### src/nns_pkg.sv
// Package for the nearest-neighbor scaler: sizes, item types, register indexes,
// controller states, the controller/datapath command and status groups, helper functions.
// Depends on nothing; every other file of the block uses it.
package nns_pkg;

  // Largest source image the pixel store can hold.
  localparam int MAX_SRC_WIDTH  = 256;
  localparam int MAX_SRC_HEIGHT = 256;
  localparam int MAX_SRC_DIM    = (MAX_SRC_WIDTH > MAX_SRC_HEIGHT) ?
                                  MAX_SRC_WIDTH : MAX_SRC_HEIGHT;

  // Pixel store geometry.
  localparam int STORE_DEPTH = MAX_SRC_WIDTH * MAX_SRC_HEIGHT;
  localparam int ADDR_W      = (STORE_DEPTH > 1) ? $clog2(STORE_DEPTH) : 1;
  localparam int COL_W       = (MAX_SRC_WIDTH > 1) ? $clog2(MAX_SRC_WIDTH) : 1;
  localparam int ROW_W       = (MAX_SRC_HEIGHT > 1) ? $clog2(MAX_SRC_HEIGHT) : 1;

  // Field widths fixed by the interface.
  localparam int COORD_W  = 16;
  localparam int PIXEL_W  = 32;
  localparam int SRC_CFG_W = 9;
  localparam int DST_CFG_W = 16;
  localparam int BPP_W    = 3;
  localparam int CFG_IDX_W = 3;
  localparam int CFG_DATA_W = 16;

  // Effective source size, 1..MAX, and the divider built around it.
  localparam int SIZE_W = $clog2(MAX_SRC_DIM + 1);
  localparam int QUO_W  = (MAX_SRC_DIM > 2) ? $clog2(MAX_SRC_DIM) : 1;
  localparam int PROD_W = COORD_W + 1 + SIZE_W;
  localparam int REM_W  = DST_CFG_W;
  localparam int CNT_W  = (QUO_W > 1) ? $clog2(QUO_W) : 1;

  localparam logic [7:0] BYTE_MASK = 8'hff;

  // Action codes.
  localparam logic ACT_WRITE = 1'b0;
  localparam logic ACT_READ  = 1'b1;

  // Configuration register indexes.
  localparam logic [CFG_IDX_W-1:0] CFG_SRC_WIDTH  = 3'd0;
  localparam logic [CFG_IDX_W-1:0] CFG_SRC_HEIGHT = 3'd1;
  localparam logic [CFG_IDX_W-1:0] CFG_DST_WIDTH  = 3'd2;
  localparam logic [CFG_IDX_W-1:0] CFG_DST_HEIGHT = 3'd3;
  localparam logic [CFG_IDX_W-1:0] CFG_BPP        = 3'd4;

  typedef struct packed {
    logic               action;
    logic [COORD_W-1:0] x_coord;
    logic [COORD_W-1:0] y_coord;
    logic [PIXEL_W-1:0] pixel_in;
  } nns_in_t;

  typedef struct packed {
    logic [PIXEL_W-1:0] pixel_out;
    logic               status;
  } nns_out_t;

  typedef enum logic [2:0] {
    ST_IDLE,
    ST_CHECK,
    ST_LOAD_COL,
    ST_DIV_COL,
    ST_LOAD_ROW,
    ST_DIV_ROW,
    ST_MEM_RD,
    ST_RESPOND
  } nns_state_t;

  // Which result the datapath reports when a beat finishes.
  typedef enum logic [1:0] {
    RES_ERR,
    RES_WRITE,
    RES_READ
  } nns_res_t;

  typedef struct packed {
    logic     load;
    logic     mem_we;
    logic     mem_re;
    logic     div_init;
    logic     div_row;
    logic     div_step;
    logic     save_col;
    logic     finish;
    nns_res_t res_sel;
  } nns_cmd_t;

  typedef struct packed {
    logic is_read;
    logic wr_ok;
    logic rd_ok;
    logic div_last;
  } nns_stat_t;

  // Keep the low 8*bpp bits of a pixel; bpp is clamped to 1..4.
  function automatic logic [PIXEL_W-1:0] pixel_mask(input logic [BPP_W-1:0] bpp);
    logic [BPP_W-1:0]   n;
    logic [PIXEL_W-1:0] m;
    n = bpp;
    if (bpp == '0) n = 3'd1;
    if (bpp > 3'd4) n = 3'd4;
    m = '0;
    for (int i = 0; i < 4; i++) begin
      if (i < int'(n)) m = m | (PIXEL_W'(BYTE_MASK) << (8 * i));
    end
    return m;
  endfunction

  // Clamp a configured source size to 1..max_size.
  function automatic logic [SIZE_W-1:0] clamp_size(input logic [SRC_CFG_W-1:0] raw,
                                                   input int max_size);
    logic [SIZE_W-1:0] s;
    if (raw == '0) begin
      s = SIZE_W'(1);
    end else if (32'(raw) > max_size) begin
      s = SIZE_W'(max_size);
    end else begin
      s = SIZE_W'(raw);
    end
    return s;
  endfunction

endpackage

### src/nns_ctrl.sv
// Controller of the nearest-neighbor scaler: sequences range check, two divisions,
// store access and the result strobe. Depends on nns_pkg.
module nns_ctrl (
  input  logic              clk,
  input  logic              rst,
  input  logic              start,
  output logic              busy,
  output logic              done,
  input  nns_pkg::nns_stat_t stat,
  output nns_pkg::nns_cmd_t  cmd
);

  nns_pkg::nns_state_t state;
  nns_pkg::nns_state_t state_next;

  // State register and the one-cycle result strobe.
  always_ff @(posedge clk) begin
    if (rst) begin
      state <= nns_pkg::ST_IDLE;
      done  <= 1'b0;
    end else begin
      state <= state_next;
      done  <= cmd.finish;
    end
  end

  assign busy = (state != nns_pkg::ST_IDLE);

  // Next state.
  always_comb begin
    state_next = state;
    unique case (state)
      nns_pkg::ST_IDLE: begin
        if (start) state_next = nns_pkg::ST_CHECK;
      end
      nns_pkg::ST_CHECK: begin
        if (stat.is_read && stat.rd_ok) begin
          state_next = nns_pkg::ST_LOAD_COL;
        end else begin
          state_next = nns_pkg::ST_IDLE;
        end
      end
      nns_pkg::ST_LOAD_COL: state_next = nns_pkg::ST_DIV_COL;
      nns_pkg::ST_DIV_COL: begin
        if (stat.div_last) state_next = nns_pkg::ST_LOAD_ROW;
      end
      nns_pkg::ST_LOAD_ROW: state_next = nns_pkg::ST_DIV_ROW;
      nns_pkg::ST_DIV_ROW: begin
        if (stat.div_last) state_next = nns_pkg::ST_MEM_RD;
      end
      nns_pkg::ST_MEM_RD:  state_next = nns_pkg::ST_RESPOND;
      nns_pkg::ST_RESPOND: state_next = nns_pkg::ST_IDLE;
      default:             state_next = nns_pkg::ST_IDLE;
    endcase
  end

  // Commands to the datapath.
  always_comb begin
    cmd = '0;
    cmd.res_sel = nns_pkg::RES_ERR;
    unique case (state)
      nns_pkg::ST_IDLE: begin
        cmd.load = start;
      end
      nns_pkg::ST_CHECK: begin
        if (!stat.is_read) begin
          // A write finishes here, stored only when in range.
          cmd.mem_we  = stat.wr_ok;
          cmd.finish  = 1'b1;
          cmd.res_sel = stat.wr_ok ? nns_pkg::RES_WRITE : nns_pkg::RES_ERR;
        end else if (!stat.rd_ok) begin
          cmd.finish  = 1'b1;
          cmd.res_sel = nns_pkg::RES_ERR;
        end
      end
      nns_pkg::ST_LOAD_COL: begin
        cmd.div_init = 1'b1;
        cmd.div_row  = 1'b0;
      end
      nns_pkg::ST_DIV_COL: cmd.div_step = 1'b1;
      nns_pkg::ST_LOAD_ROW: begin
        cmd.save_col = 1'b1;
        cmd.div_init = 1'b1;
        cmd.div_row  = 1'b1;
      end
      nns_pkg::ST_DIV_ROW: cmd.div_step = 1'b1;
      nns_pkg::ST_MEM_RD:  cmd.mem_re   = 1'b1;
      nns_pkg::ST_RESPOND: begin
        cmd.finish  = 1'b1;
        cmd.res_sel = nns_pkg::RES_READ;
      end
      default: cmd = '0;
    endcase
  end

endmodule

### config.mk
export PLATFORM = sky130hd
export DESIGN_NAME = nns_ctrl
export DESIGN_NICKNAME = d
export VERILOG_FILES = /design/src/nns_pkg.sv /design/src/nns_ctrl.sv
export SDC_FILE = /design/constraint.sdc
export NUM_CORES = 1
export LEC_CHECK = 0
export CORE_AREA = 2 2 39 41
export DETAILED_ROUTE_END_ITERATION = 8
export DIE_AREA = 0 0 41 43
export DONT_BUFFER_PORTS = 1
export GPL_ROUTABILITY_DRIVEN = 0
export PLACE_DENSITY_LB_ADDON = 0.2
export REMOVE_ABC_BUFFERS = 1
export SYNTH_ARGS = -nofsm -noshare
export SYNTH_HDL_FRONTEND = slang
export SYNTH_SLANG_ARGS = --single-unit
### constraint.sdc
create_clock -name clk -period 1.4 [get_ports clk]
set_clock_uncertainty 0.15 [all_clocks]
set_input_delay 0.14 -clock clk [delete_from_list [all_inputs] [get_ports clk]]
set_output_delay 0.14 -clock clk [all_outputs]
set_load 0.02 [all_outputs]
---- Yosys cells after proc, flatten, opt, wreduce, memory -nomap -nowiden ----
Cells that the tools add are included.
word-level totals
  flip-flop bits (word level) ............. 4
  bits in latches ......................... 0
  memory bits (writable) .................. 0
  ROM bits ................................ 0
  memories ................................ 0
cells by class
  add/subtract/negate cells ............... 0
  $mul .................................... 0
  div/mod/pow operators ................... 0
  $lt $le $gt $ge ......................... 0
  equality and inequality tests ........... 10
  shift operators ......................... 0
  mux-type cells .......................... 16
  bitwise logic cells ..................... 0
  reductions and logical operators ........ 5
operator list
  cell                                           count
  one-hot mux 3 bit (8 select lines)             1
  two-way mux 3 bit                              5
  == test 3 bit, second input constant           4
  two-way mux 1 bit                              7
  == test 3 x 2 -> 1 bit, second input constant  2
  inequality test 2 bit, second input constant   3
  one-hot mux 3 bit (2 select lines)             1
  one-hot mux 2 bit (2 select lines)             1
  == test 3 x 1 -> 1 bit, second input constant  1
  logical NOT 3 bit                              1
  AND reduction 3 bit                            1
  nonzero test 3 bit                             1
  two-way mux 2 bit                              1
  OR reduction 2 bit                             1
  logical AND 1 bit                              1

---- Logic depth before layout (Yosys ltp) ----
  word-level depth ........................ 3
  depth in mapped cells ................... 4
  depth with buffers taken out ............ 2

---- Least setup slack after synthesis ----
Ideal clock, no wire load.
  path type ............................... register to output
  start ................................... reg state[2]
  end ..................................... out cmd[2] (netlist name)
  data arrival time ....................... 1.241 ns
  setup slack ............................. -0.131 ns
  stages on the path, launching flop included .. 4
  buffers on the path ..................... 1
  cell sequence ........................... dfxtp_1 buf_2 a211o_1 a21boi_0
RTL lines
  item                      RTL line        text
  start: declaration        nns_ctrl.sv:13  nns_pkg::nns_state_t state;
  start signal: assignment  nns_ctrl.sv:19  state <= nns_pkg::ST_IDLE;
  start signal: assignment  nns_ctrl.sv:22  state <= state_next;
  end: declaration          nns_ctrl.sv:10  output nns_pkg::nns_cmd_t cmd

==> impl_metrics.csv <==
group,metric,value,unit
status,status,"finished with violations",
status,violations,"negative hold slack, negative setup slack",
placement,place_area,373,µm²
clock_tree,htreeDepth,1,
power,p_seq_share,36.1,%
yosys,synthXorXnorAreaFrac,2.97,%
timing,rsz0062_at_grt,"true",
grt,grt_pass1_wl,1040,µm
clock_tree,cts_tree,"built",
route,dr.pass1.iters,4,
route,drtAntennaViolNets,0,
yosys,syn_inst,35,
final_layout,utilization,35.3,%
placement,pre_cts_slack,0.0580,ns
flow_run,maxCapViolCount,0,
final_layout,final_cell_area,488,µm²
floorplan,fp.dieW,41,µm
critical_path,required,1.11,ns
timing,tightest_slew,0.259,ns
floorplan,ios,19,
yosys,syn-cell-area,295,µm²
yosys,synth_compound_area_share,25.8,%
final_layout,nets,57,
timing,setup_viol,4,
power,p_sw_share,26.2,%
grt,globalRouteTotalUtil,9.33,%
timing,worst_hold_slack,-0.00196,ns
floorplan,rows,14,
route,drt_wl_total,736,µm
power,p_comb_share,23.7,%
critical_path,r2r_start,"state[1]",
clock_tree,clk_pin_slew_worst_paths,0.04,ns
final_layout,layout_common_cells,"buf_4 (9), clkbuf_4 (3)",
final_layout,multiInputGateArea,221,µm²
critical_path,critPathCaptureType,"output pin",
placement,portBuffers,0,
critical_path,r2r_slack,0.14,ns
yosys,avgSynthCellArea,8.44,µm²
final_layout,final_common_cell,"buf_4",
grt,grt_start_max_net_pins,13,
route,routed_via_density,4.64,
critical_path,cp_max_fo,8,
timing,fin_crit_sh,106,%
timing,period_needed,1.49,ns
yosys,synth_fa_ha_area_share,0,%
yosys,ys_warn_count,0,
critical_path,worst_setup_path_start_kind,"flop",
floorplan,die_area,1760,µm²
route,drt_iter0_markers,1,
clock_tree,clk_latency,0.23,ns
power,switchingPower,90.7,µW
floorplan,initial_core_util,21.3,%
floorplan,coreArea,1380,µm²
grt,grt_pass1_vias,277,
critical_path,setup.worst_path.class,"flop to output pin",
yosys,synthMuxAreaShare,5.08,%
yosys,synth-seq-cells,4,
final_layout,insertedDiodeCount,0,
floorplan,die_y,43,µm
final_layout,nFillCells,155,
final_layout,drive_above_1_share,62.5,%
power,cellPowerDensity,709,nW/µm²
placement,post-dp-hpwl,529,µm
route,wl_per_cell,11.5,µm
clock_tree,cts_buffer_depth,2,
clock_tree,cts.sinks,4,
timing,finalWorstSetupSlack,-0.0877,ns
clock_tree,cts_buffers,3,
power,power,346,µW
power,p_int,255,µW
route,drc,0,
timing,max_freq,672,MHz
final_layout,final-seq-area,88.8,µm²
critical_path,worstSetupEndpoint,"cmd[9]",
yosys,synth_top_family_by_area,"simple AND/OR/NAND/NOR gates",
timing,finalMaxSlewViolations,0,
hold_path,hp-class,"input port to flop",
yosys,yosys.area_share.simple,30.1,%
power,peakVddDrop,0.296,mV
grt,antenna_found_initial,0,
critical_path,worstRegToRegCells,2,
route,dr_total_vias,297,
grt,grt-ovfl-total,0,
power,power.leakage,0.219,nW
critical_path,cp.arrival,1.20,ns
power,clkPwrFrac,40.2,%
critical_path,startpoint,"state[2]",
timing,finalHoldViolCount,1,
critical_path,r2r_end,"state[1]",
timing,max-slew-margin-rel,82.7,%
timing,tns,-0.198,ns
yosys,yosysSeqAreaShare,27.1,%
final_layout,syn2layout_area_growth,65.3,%
yosys,ys_types,23,
clock_tree,root_buffer,"clkbuf_4",
==> sequential cells by signal (all words and copies together), names as in the netlist <==
name	count
state	3
done	1
==> per-stage QoR <==
step / cells / hold WS (ns)
after floorplan: 31 / 0.0589
after global placement: 56 / 0.0617
after detailed placement: 56 / 0.0645
after CTS: 64 / -0.0127
after global routing: 64 / 0.00732
final: 64 / -0.00196
==> cell families after synthesis <==
logic type      count (synthesis)
buf+inv                         5
mux                             1
xor+xnor                        1
simple gates                   15
compound gates                  9
flops                           4
==> timing repair <==
item	CTS	global route
resized for setup	10	8
pin swaps	3	3
hold buffers	3	0
endpoints found under the hold margin	4	0
setup buffers	2	0
setup endpoints to repair	11	11
==> per-layer routing <==
layer,wire length [µm],share of wire [%],track usage [%]
met5,0,0,0
met4,0,0,10.0
met3,36,4.9,3.14
met2,426,58,13.4
met1,273,37,9.29
==> layout make-up <==
cell class	count	area share, %
multi-input cells	26	45.4
repair buffers	14	26.9
well taps	16	4.10
flip-flops and latches	4	18.2
clock buffers	3	4.62
inverters	1	0.769
==> synth_stat cells (all sizes together) <==
master   count  area, µm²
and4b        2       20.0
nand2b       2       12.5
nand4b       1       8.76
nand2        1       3.75
or3          1       6.26
nor2         5       18.8
a21o         1       8.76
a21bo        1       10.0
a211oi       1       7.51
and2         1       6.26
dfxtp        4       80.1
a21boi       1       7.51
and3         1       6.26
a2111oi      1       15.0
a21oi        2       10.0
inv          1       3.75
xnor2        1       8.76
mux2         1       15.0
a211o        1       8.76
a221oi       1       8.76
buf          4       22.5
nor2b        1       6.26
==> worst max-delay path, stage by stage (launching register included) <==
cell	delay, ns
dfxtp_4	0.36
or3_4	0.40
nor2_4	0.09
buf_6	0.12
==> power by group through the flow <==
stage               Clock, mW  Combinational, mW  Sequential (mW)
finish                  0.139             0.0818            0.125
global route            0.159             0.0884            0.126
CTS                     0.148             0.0745            0.124
detailed placement          0             0.0606            0.128
global placement            0             0.0602            0.129
floorplan                   0             0.0363            0.130
==> worst min-delay path by stage <==
stage                  from  cells after the start       end
finish              stat[3]                      2      done
CTS                 stat[3]                      2      done
global route        stat[3]                      2      done
global placement        rst                      1  state[2]
floorplan               rst                      1  state[1]
detailed placement      rst                      1  state[1]
No activity file was read; power rests on OpenSTA's default activity.
